`config.mk`:
```
export PLATFORM = sky130hd
export DESIGN_NAME = knns_cell
export DESIGN_NICKNAME = d
export VERILOG_FILES = /design/src/rtl/core/knns_pkg.sv /design/src/rtl/core/knns_cell.sv
export SDC_FILE = /design/constraint.sdc
export NUM_CORES = 1
export LEC_CHECK = 0
export CAP_MARGIN = 20
export CELL_PAD_IN_SITES_DETAIL_PLACEMENT = 0
export CELL_PAD_IN_SITES_GLOBAL_PLACEMENT = 1
export CORE_AREA = 2 2 187 189
export CTS_BUF_LIST = sky130_fd_sc_hd__clkbuf_4
export DETAILED_ROUTE_END_ITERATION = 8
export DIE_AREA = 0 0 189 191
export DONT_BUFFER_PORTS = 1
export GPL_TIMING_DRIVEN = 0
export HOLD_SLACK_MARGIN = 0.12
export PLACE_DENSITY_LB_ADDON = 0.1
export SLEW_MARGIN = 20
export SYNTH_ARGS = -nofsm -noshare
export SYNTH_HDL_FRONTEND = slang
export SYNTH_SLANG_ARGS = --single-unit
```
`constraint.sdc`:
```
create_clock -name i_clk -period 5.6 [get_ports i_clk]
set_input_delay 1.12 -clock i_clk [delete_from_list [all_inputs] [get_ports i_clk]]
set_output_delay 1.12 -clock i_clk [all_outputs]
set_load 0.005 [all_outputs]
```
`src/rtl/core/knns_pkg.sv`:
```
// Types and constants shared by the k-nearest-neighbor select block.
package knns_pkg;

    localparam int COORD_W = 32;
    localparam int ABS_W   = 32;
    localparam int SQ_W    = 64;
    localparam int DIST_W  = 63;
    localparam int IDX_W   = 20;
    localparam int RANK_W  = 6;

    localparam logic [DIST_W-1:0] RADIUS_SQ_RESET = 63'd98956046500;
    localparam logic [DIST_W-1:0] EMPTY_SQ_RESET  = 63'd10995116277760000;

    // register index taken from paddr[3]
    localparam logic REG_RADIUS_SQ = 1'b0;
    localparam logic REG_EMPTY_SQ  = 1'b1;

    typedef struct packed {
        logic [IDX_W-1:0] idx;
        logic             first;
        logic             last;
    } t_meta;

    // link from one cell to its right neighbor
    typedef struct packed {
        logic              lt;
        logic [DIST_W-1:0] dist_sq;
        logic [IDX_W-1:0]  idx;
    } t_link;

    typedef struct packed {
        logic [DIST_W-1:0] dist_sq;
        logic [IDX_W-1:0]  idx;
    } t_slot;

    // broadcast to every cell
    typedef struct packed {
        logic              valid;
        logic              keep;
        logic              first;
        logic              load;
        logic              shift;
        logic [IDX_W-1:0]  new_idx;
        logic [DIST_W-1:0] empty;
    } t_ctrl;

endpackage

```
`src/rtl/core/knns_cell.sv`:
```
// One rank slot: compare-and-shift insertion cell plus its output shift stage.
module knns_cell
    import knns_pkg::*;
(
    input  logic            i_clk,
    input  logic            i_rst_n,
    input  t_ctrl           i_ctrl,
    input  logic [SQ_W-1:0] i_d,
    input  t_link           i_left,
    output t_link           o_right,
    input  t_slot           i_out_next,
    output t_slot           o_out
);

    t_slot r_slot, n_slot, w_eff;
    t_slot r_out;
    logic  w_lt;

    always_comb begin
        w_eff.dist_sq = i_ctrl.first ? i_ctrl.empty : r_slot.dist_sq;
        w_eff.idx     = i_ctrl.first ? '0 : r_slot.idx;
        w_lt = i_ctrl.keep && (i_d < {1'b0, w_eff.dist_sq});
        if (i_left.lt) begin
            n_slot.dist_sq = i_left.dist_sq;
            n_slot.idx     = i_left.idx;
        end else if (w_lt) begin
            n_slot.dist_sq = i_d[DIST_W-1:0];
            n_slot.idx     = i_ctrl.new_idx;
        end else begin
            n_slot = w_eff;
        end
    end

    assign o_right = '{lt: w_lt, dist_sq: w_eff.dist_sq, idx: w_eff.idx};

    always_ff @(posedge i_clk) begin
        if (!i_rst_n) begin
            r_slot.dist_sq <= EMPTY_SQ_RESET;
            r_slot.idx     <= '0;
        end else if (i_ctrl.valid) begin
            r_slot <= n_slot;
        end
    end

    always_ff @(posedge i_clk) begin
        if (i_ctrl.load) begin
            r_out <= n_slot;
        end else if (i_ctrl.shift) begin
            r_out <= i_out_next;
        end
    end

    assign o_out = r_out;

endmodule

```
==> metrics, run 1 <==
Post-DRT Antenna Nets=0; maximum clock insertion buffer count=2; vias in the first global route=12,051; Vias per Instance=6.26; buffers added on ports=0; measured slew at the worst slew-check pin=0.990 ns; crit path time final=5.43 ns; cts hold-fix bufs=0; die area=36,100 µm²; GR Overflow Total=0; Power, Total=2.97 mW; Synth area leader=edfxtp_1; vias post-DR=11,961; number of cell rows=68; Final Worst Setup Slack=0.173 ns; Clk Latency, worst-skew pair=0.64 ns; RePlAce Congestion=0.890; final hold violation count=0; Worst Path Class, Setup=input pin to output pin; CP Buf/Inv Count=5; Clock Power Share=25.8%; max-capacitance violation count=0; Hold WC Path Type=flip-flop to flip-flop; CP Launch Type=input pin; Post-synth EDFFs=83; residual DRC count=0; 1st-pass router iterations=5; hold_ws=0.495 ns; CP Capture Type=output pin; Clock Root Buffer=clkbuf_4; syn_nets=1,795; hold path depth=2; area grow syn2layout=8.39%; initial antenna violation count=7; switching pwr=1.02 mW; Leak=4.75 nW; Net Sw Frac=34.2%; Layout Nets=1,818; crit-path cells=clkbuf_4 -> buf_4 -> mux2i_1 -> ha_1 -> a21oi_1 -> o21ai_0 -> a22oi_1 -> a31oi_4 -> or2_1 -> buf_2 -> buf_4 -> a21oi_2 -> buf_4; DIE HEIGHT=191 µm; pin count of the biggest net entering global routing=39; share of cells above drive strength 1=6.70%; share of the synthesized area in the top cell type=20.7%; final setup violating endpoints=0; most common cell in the synthesized netlist=nand2_1; delay-heaviest family, CP=buffers and inverters; CP Data Arrival Time=4.31 ns; DR WL/cell=29.9 µm; Core ar.=34,100 µm²; Num Clock Sinks=166; CTS tree=done; first-pass GRT wire length=82,400 µm; DP HPWL=43,500 µm; gate count of the mapped netlist=1,412; mapped cell area=12,000 µm²; H-tree Lvls=4; top cells by area, synth=edfxtp_1 (21%), dfxtp_1 (14%), a41oi_1 (7.8%); IO Count=488; dpl ws=-1.02 ns; status=complete, no violations; Max stage delay on crit path=0.39 ns; Post-synth top flop=edfxtp_1; Commonest cells post-synth=nand2_1 (181), nor2_1 (117), a41oi_1 (107), clkbuf_1 (107), nor3_1 (101); CTS buffer count=17; post-synthesis area per instance=8.52 µm²; Combinational Power Share=25.0%; fin util=38.2%; all-layer global routing usage=30.9%; Int Pwr=1.95 mW; worst clock skew=0.0287 ns; clock slew at reported path FFs=0.13 ns; die span in x=189 µm; Slew Limit Headroom=34.0%; crit path max fanout=10; synth unique cells=51; Sequential Power Share=49.1%; ys async rst share=0%; max-slew violations=0; FMAX=0.184 GHz; unrepaired setup endpoints after global routing=no; Pwr per Cell Area=228 nW/µm²; critical path depth=13; Seq cells post-synth=166; CP most frequent cell=buf_4; Synth Warn #=0; R2R depth=12; Peak VDD IR=0.134 mV; Inst Count DP=1,869; DR iter-0 viols=749; fin crit share=96.9%; CP max stage cell=mux2i_1; sequential element share of the synthesized area=34.5%; Worst EP required=4.48 ns; Finished Layout Cells=1,911; Initial Util=35.3%; final WL=57,100 µm
[final timing paths]
path | startpoint | endpoint | slack [ns]
worst max-delay path | i_ctrl[85] | o_right[83] | 0.17
worst min-delay path | r_slot[14] | r_slot[14] | 0.50
worst max register to register | r_slot[61] | o_out[59] | 1.36
worst min register to register | r_slot[14] | r_slot[14] | 0.50
[per-layer routing]
layer  vias to the layer above  wire [µm]  GRT usage [%]
li1                       5462          -              -
met1                      5861      23400           38.4
met2                       567      26800           51.0
met3                        71       5110           8.83
met4                         0       1710           10.9
met5                         -          0              0
[worst reg2reg max path, cell delays in order, from the launching register on]
cell and delay [ns]:
dfxtp_1 0.34, mux2i_1 0.34, ha_1 0.34, a21oi_1 0.16, o21ai_0 0.11, a221oi_2 0.35, o211ai_1 0.25, buf_4 0.24
nor4_2 0.61, buf_2 0.44, buf_2 0.34, nand2_1 0.12, a41oi_1 0.38
[cell type report]
type	count	area [µm²]
clock buffers	25	188
flip-flops and latches	166	4150
fillers	3567	21100
inverters	65	244
plain buffers	129	567
diodes	8	20.0
repair buffers	4	62.6
multi-input cells	1052	7150
well taps	455	569
clock inverters	7	82.6
[power groups by stage]
stage / combinational (mW) / sequential, mW / clock (mW)
3_3_place_gp: 0.725 / 1.49 / 0
5_1_grt: 0.821 / 1.47 / 0.824
6_report: 0.745 / 1.46 / 0.767
4_1_cts: 0.739 / 1.46 / 0.790
2_1_floorplan: 0.506 / 1.46 / 0
3_5_place_dp: 0.728 / 1.49 / 0
[flip-flops by register name (all words and copies together) (netlist names)]
name    cells
o_out      83
r_slot     83
[through the flow]
stage	TNS, ns	area, µm²
detailed placement	-82.66	12600
floorplan	0	12000
global route	0	13000
CTS	0	13000
global placement	-116.93	12600
finish	0	13000
[cell families after synthesis]
group	after synthesis	share of synthesized area, %
DFF	166	34.5
and+or+nand+nor	533	22.0
muxes	85	7.73
buffers and inverters	194	6.36
AOI/OAI and AO/OA	372	22.9
adders and majority gates	62	6.45
[what timing repair did]
item | in CTS | in global routing
pin swaps | 2 | 1
endpoints found under the setup margin | 26 | 1
setup buffers | 2 | 0
resized for setup | 24 | 10
[cell usage in the layout, fill, tap and decap left out, types with 4 or more instances in the layout]
cell type	netlist	layout
nand2_1	181	181
nor2_1	117	117
a41oi_1	107	107
nor3_1	101	101
clkbuf_1	107	101
edfxtp_1	83	83
dfxtp_1	83	83
o21ai_0	67	67
inv_1	64	64
ha_1	62	62
mux2i_1	64	61
and4_1	60	60
a211oi_1	58	58
o31ai_1	34	34
a21oi_1	32	31
clkbuf_4	0	28
nor2b_1	20	20
o31a_1	20	20
nand3b_1	20	20
a31oi_1	16	16
mux2_4	14	14
buf_2	11	11
nand4_1	10	10
buf_4	4	9
diode_2	0	8
mux2_2	7	7
a22oi_1	6	6
and2_1	6	6
o31ai_2	6	6
o211ai_1	5	5
a32oi_1	5	5
nand3_1	4	4
nor4_1	5	4
Note: power is estimated with default switching activity, not from simulation.
==> run 2, diff against run 1 <==
==> constraint.sdc (replaced) <==
create_clock -name i_clk -period 5.6 [get_ports i_clk]
set_input_delay 0.28 -clock i_clk [delete_from_list [all_inputs] [get_ports i_clk]]
set_output_delay 0.28 -clock i_clk [all_outputs]
set_load 0.005 [all_outputs]
==> metrics, run 2 (synthesized netlist as in run 1, its figures left out) <==
status=complete, no violations; Worst Path Class, Setup=input pin to flip-flop; crit path time final=5.45 ns (+0.0195 ns); hold_ws=0.213 ns (-0.282 ns); Inst Count DP=1,869 (unchanged); Finished Layout Cells=2,262 (+18%); final setup violating endpoints=0 (unchanged); measured slew at the worst slew-check pin=0.942 ns (-0.0487 ns); Vias per Instance=6.05 (-3.4%); Clock Power Share=23.7% (-2.1 points); CP Capture Type=flip-flop; Clock Root Buffer=clkbuf_4; Post-CTS Setup Bufs=0 (-2); DIE HEIGHT=191 µm (unchanged); all-layer global routing usage=33.1% (+2.2 points); CP Data Arrival Time=6.02 ns (+1.71 ns); final hold violation count=0 (unchanged); vias post-DR=13,681 (+14%); Initial Util=35.3% (unchanged); H-tree Lvls=4 (unchanged); maximum clock insertion buffer count=2 (unchanged); Layout Nets=2,172 (+19%); met2 usage=55.2% (+4.3 points); DP HPWL=43,500 µm (unchanged); Num Clock Sinks=166 (unchanged); share of cells above drive strength 1=4.66% (-2.0 points); residual DRC count=0 (unchanged); Clk Latency, worst-skew pair=0.65 ns (about the same); Final Worst Setup Slack=0.153 ns (-0.0195 ns); initial antenna violation count=4 (-3); fin crit share=97.3% (+0.35 points); Leak=6.32 nW (+33%); 1st-pass router iterations=5 (unchanged); DR iter-0 viols=978 (+31%); clock slew at reported path FFs=0.15 ns (+0.02 ns); routing usage on met3=8.15% (-0.68 points); GR Overflow Total=0 (unchanged); DR WL/cell=27.0 µm (-9.7%); IO Count=488 (unchanged); worst clock skew=0.0336 ns (+0.00494 ns); Pwr per Cell Area=197 nW/µm² (-14%); vias in the first global route=13,920 (+16%); CTS buffer count=17 (unchanged); area grow syn2layout=37.2%; Post-DRT Antenna Nets=0 (unchanged); Worst EP required=6.17 ns (+1.69 ns); final WL=61,000 µm (+6.8%); grt met1 use=41.0% (+2.6 points); pin count of the biggest net entering global routing=39 (unchanged); commonest non-fill, non-tap cell in the layout=dlygate4sd3_1; max-capacitance violation count=0 (unchanged); die span in x=189 µm (unchanged); buffers added on ports=0 (unchanged); number of cell rows=68 (unchanged); Core ar.=34,100 µm² (unchanged); unrepaired setup endpoints after global routing=yes; Sequential Power Share=44.9% (-4.2 points); switching pwr=1.08 mW (+6.4%); Combinational Power Share=31.3% (+6.3 points); RePlAce Congestion=0.890 (unchanged); crit path max fanout=10 (unchanged); Net Sw Frac=33.3% (-0.91 points); CP Launch Type=input pin; max-slew violations=0 (unchanged); commonest non-fill, non-tap cells in the layout=dlygate4sd3_1 (356), nand2_1 (181), nor2_1 (117); dpl ws=-0.181 ns (+0.840 ns); Peak VDD IR=0.130 mV (-3.4%); Power, Total=3.25 mW (+9.3%); Slew Limit Headroom=37.2% (+3.2 points); die area=36,100 µm² (unchanged); FMAX=0.184 GHz (-0.36%); Hold WC Path Type=input pin to flip-flop; first-pass GRT wire length=89,500 µm (+8.7%); global routing's busiest layer=met2; CTS tree=done; Int Pwr=2.17 mW (+11%)
==> run 2: changes by cell type in the layout (fill, tap and decap cells not counted), sizes merged <==
cell	previous run	this run
dlygate4sd3	0	356
buf	26	22
diode	8	5
clkbuf	132	134
==> run 2: what timing repair did <==
| action | in CTS | in global routing |
|---|---|---|
| hold endpoints to repair | 182 | 0 |
| endpoints found under the setup margin | 0 | 18 |
| hold buffers | 356 | 0 |
| resized for setup | 0 | 4 |
==> run 2: routing by layer <==
metal  part of all wire [%]  vias to the layer above
met4                    3.6                        0
met1                     40                     6655
met2                     47                      733
met3                    9.1                      113
met5                      0                        -
li1                       -                     6180
==> run 2: power by group through the flow <==
stage / Clock, mW / Sequential, mW / Combinational, mW
finish: 0.772 / 1.46 / 1.02
global route: 0.827 / 1.47 / 1.11
CTS: 0.790 / 1.46 / 1.00
detailed placement: 0 / 1.49 / 0.728
global placement: 0 / 1.49 / 0.725
floorplan: 0 / 1.46 / 0.506
==> run 2: cell type report <==
| class | count | area (µm²) |
|---|---|---|
| clock buffer | 25 | 188 |
| multi-input combinational | 1052 | 7110 |
| timing repair buffer | 358 | 3610 |
| clock inverter | 7 | 82.6 |
| fill | 3394 | 17600 |
| buffer | 129 | 526 |
| inverter | 65 | 244 |
| sequential | 166 | 4150 |
| antenna | 5 | 12.5 |
| tap | 455 | 569 |
==> run 2: final timing paths <==
check	start	cells past startpoint	slack, ns	endpoint
worst min register to register	r_slot[40]	2	0.55	r_slot[40]
worst max-delay path	i_ctrl[85]	14	0.15	r_slot[73]
worst max register to register	r_slot[61]	12	0.79	r_slot[73]
worst min-delay path	i_ctrl[60]	4	0.21	r_slot[80]
==> run 2: stage by stage <==
stage | area, µm² | setup TNS, ns | utilization (%)
floorplan | 12000 | 0 | -
global placement | 12600 | -2.94 | 36.9
detailed placement | 12600 | -0.392 | 37.1
CTS | 16500 | 0 | 48.3
global route | 16500 | -0.103 | 48.3
finish | 16500 | 0 | 48.4
==> run 2: worst max-delay path, cell delays in order <==
cell and delay, ns:
clkbuf_1 0.57, clkbuf_1 0.71, mux2i_1 0.38, ha_1 0.30, a21oi_1 0.16, o21ai_0 0.14
a221oi_2 0.36, o211ai_1 0.37, nor4_2 0.79, buf_2 0.45, a22oi_1 0.16, dlygate4sd3_1 0.62
a31oi_1 0.15, dlygate4sd3_1 0.56
==> run 3, diff against run 2 <==
- CORE_AREA: 2 2 187 189 -> 4 4 189 191
- DIE_AREA: 0 0 189 191 -> 0 0 193 195
==> metrics, run 3 (synthesized netlist as in run 1, its figures left out) <==
status=complete, no violations; area used by multi-input combinational logic=7110 µm² (unchanged); Combinational Power Share=31.7% (+0.4 points); final setup violating endpoints=0 (unchanged); CP Launch Type=input pin; DP HPWL=44,800 µm (+2.9%); switching pwr=1.10 mW (+1.1%); dpl cell area=12,600 µm² (about the same); delay-heaviest family, CP=buffers and inverters; CP max stage cell=mux2i_1; Initial Util=35.3% (unchanged); Num Clock Sinks=166 (unchanged); final WL=62,600 µm (+2.6%); unrepaired setup endpoints after global routing=no; area grow syn2layout=37.0%; first-pass GRT wire length=91,900 µm (+2.6%); Worst EP required=6.19 ns (+0.02 ns); CTS tree=done; Net Sw Frac=34.1% (+0.75 points); Leak=6.29 nW (-0.40%); Clk Latency, worst-skew pair=0.65 ns (about the same); Power, Total=3.22 mW (-1.1%); pin count of the biggest net entering global routing=35 (-10%); number of cell rows=68 (unchanged); Clock Root Buffer=clkbuf_4; final hold violation count=0 (unchanged); hold path depth=2 (-2); share of cells above drive strength 1=4.55% (-0.11 points); Layout Nets=2,173 (+0.046%); DIE HEIGHT=195 µm (+2.1%); buffers added on ports=0 (unchanged); FMAX=0.187 GHz (+1.8%); Worst Path Class, Setup=input pin to flip-flop; Clock Power Share=22.8% (-0.9 points); max-slew violations=0 (unchanged); Reg area=4150 µm² (unchanged); CP Buf/Inv Count=6 (+1); Max stage delay on crit path=0.71 ns (-0.08 ns); vias in the first global route=14,050 (+0.93%); Sequential Power Share=45.5% (+0.6 points); initial antenna violation count=4 (unchanged); clock slew at reported path FFs=0.15 ns (about the same); DR WL/cell=27.7 µm (+2.6%); crit-path cells=clkbuf_1 -> clkbuf_2 -> mux2i_1 -> ha_1 -> and4_1 -> a221oi_2 -> o211a_1 -> buf_2 -> clkbuf_1 -> nor2_1 -> o31a_1 -> dlygate4sd3_1 -> o31ai_1 -> dlygate4sd3_1; Core ar.=34,100 µm² (unchanged); vias post-DR=13,645 (-0.26%); Int Pwr=2.12 mW (-2.2%); fin area=16,500 µm² (-0.13%); crit path max fanout=10 (unchanged); Vias per Instance=6.03 (-0.26%); 1st-pass router iterations=6 (+1); die span in x=193 µm (+2.1%); DR iter-0 viols=916 (-6.3%); fin crit share=95.5% (-1.7 points); measured slew at the worst slew-check pin=0.998 ns (+0.0564 ns); worst clock skew=0.0347 ns (+0.00109 ns); crit path time final=5.35 ns (-0.0971 ns); Peak VDD IR=0.110 mV (-15%); Pwr per Cell Area=195 nW/µm² (-0.95%); residual DRC count=0 (unchanged); max-capacitance violation count=0 (unchanged); R2R depth=12 (unchanged); commonest non-fill, non-tap cells in the layout=dlygate4sd3_1 (357), nand2_1 (181), nor2_1 (117); H-tree Lvls=4 (unchanged); die area=37,600 µm² (+4.3%); IO Count=488 (unchanged); CTS buffer count=17 (unchanged); Post-DRT Antenna Nets=0 (unchanged); fillcell total=3,386 (-0.24%); RePlAce Congestion=0.854 (-4.1%); CP Data Arrival Time=5.94 ns (-0.08 ns); GR Overflow Total=0 (unchanged); r2r setup slk=0.75 ns (-0.04 ns); all-layer global routing usage=32.2% (-0.88 points); critical path depth=14 (unchanged); commonest non-fill, non-tap cell in the layout=dlygate4sd3_1; maximum clock insertion buffer count=2 (unchanged); Hold WC Path Type=input pin to flip-flop; Slew Limit Headroom=33.5% (-3.8 points); CP Capture Type=flip-flop
[run 3: layer usage]
metal | GRT usage (%) | vias to the layer above | share of wire (%)
li1 | - | 6160 | -
met1 | 40.2 | 6684 | 40
met2 | 52.8 | 684 | 47
met3 | 9.30 | 115 | 9.7
met4 | 11.7 | 2 | 3.6
met5 | 0 | - | 0.014
[run 3: area by class of cell]
cell class	count	share of cell area [%]
antenna	4	0.0607
clock inverter	7	0.342
buffer	129	3.22
sequential	166	25.2
clock buffer	25	1.14
multi-input combinational	1052	43.2
tap	455	3.46
timing repair buffer	359	21.9
inverter	65	1.48
[run 3: per-stage QoR]
| stage | instances | hold WS [ns] | setup TNS (ns) | setup slack, ns | util, % |
|---|---|---|---|---|---|
| floorplan | 1412 | 0.447 | 0 | 1.97 | - |
| global placement | 1867 | 0.463 | -2.40 | -0.367 | 36.9 |
| detailed placement | 1869 | 0.469 | -3.51 | -0.375 | 37.1 |
| CTS | 2258 | 0.169 | 0 | 0.0239 | 48.2 |
| global route | 2261 | 0.168 | 0 | 0.0969 | 48.3 |
| finish | 2262 | 0.196 | 0 | 0.250 | 48.3 |
[run 3: power by group through the flow]
stage | clock network, mW | logic (mW) | registers (mW)
after floorplan | 0 | 0.506 | 1.46
after global placement | 0 | 0.728 | 1.49
after detailed placement | 0 | 0.731 | 1.49
after CTS | 0.753 | 1.00 | 1.46
after global routing | 0.787 | 1.11 | 1.47
final | 0.732 | 1.02 | 1.46
[run 3: final timing paths]
check,startpoint,endpoint
worst min register to register,r_slot[7],r_slot[7]
worst min-delay path,i_left[57],o_out[57]
worst max-delay path,i_ctrl[85],r_slot[4]
worst max register to register,r_slot[64],r_slot[4]
[run 3: timing repair]
action | in CTS | in global routing
endpoints found under the setup margin | 0 | 85
gates resized for setup | 0 | 3
hold endpoints to repair | 171 | 0
buffers inserted | 0 | 0
hold buffers | 357 | 0
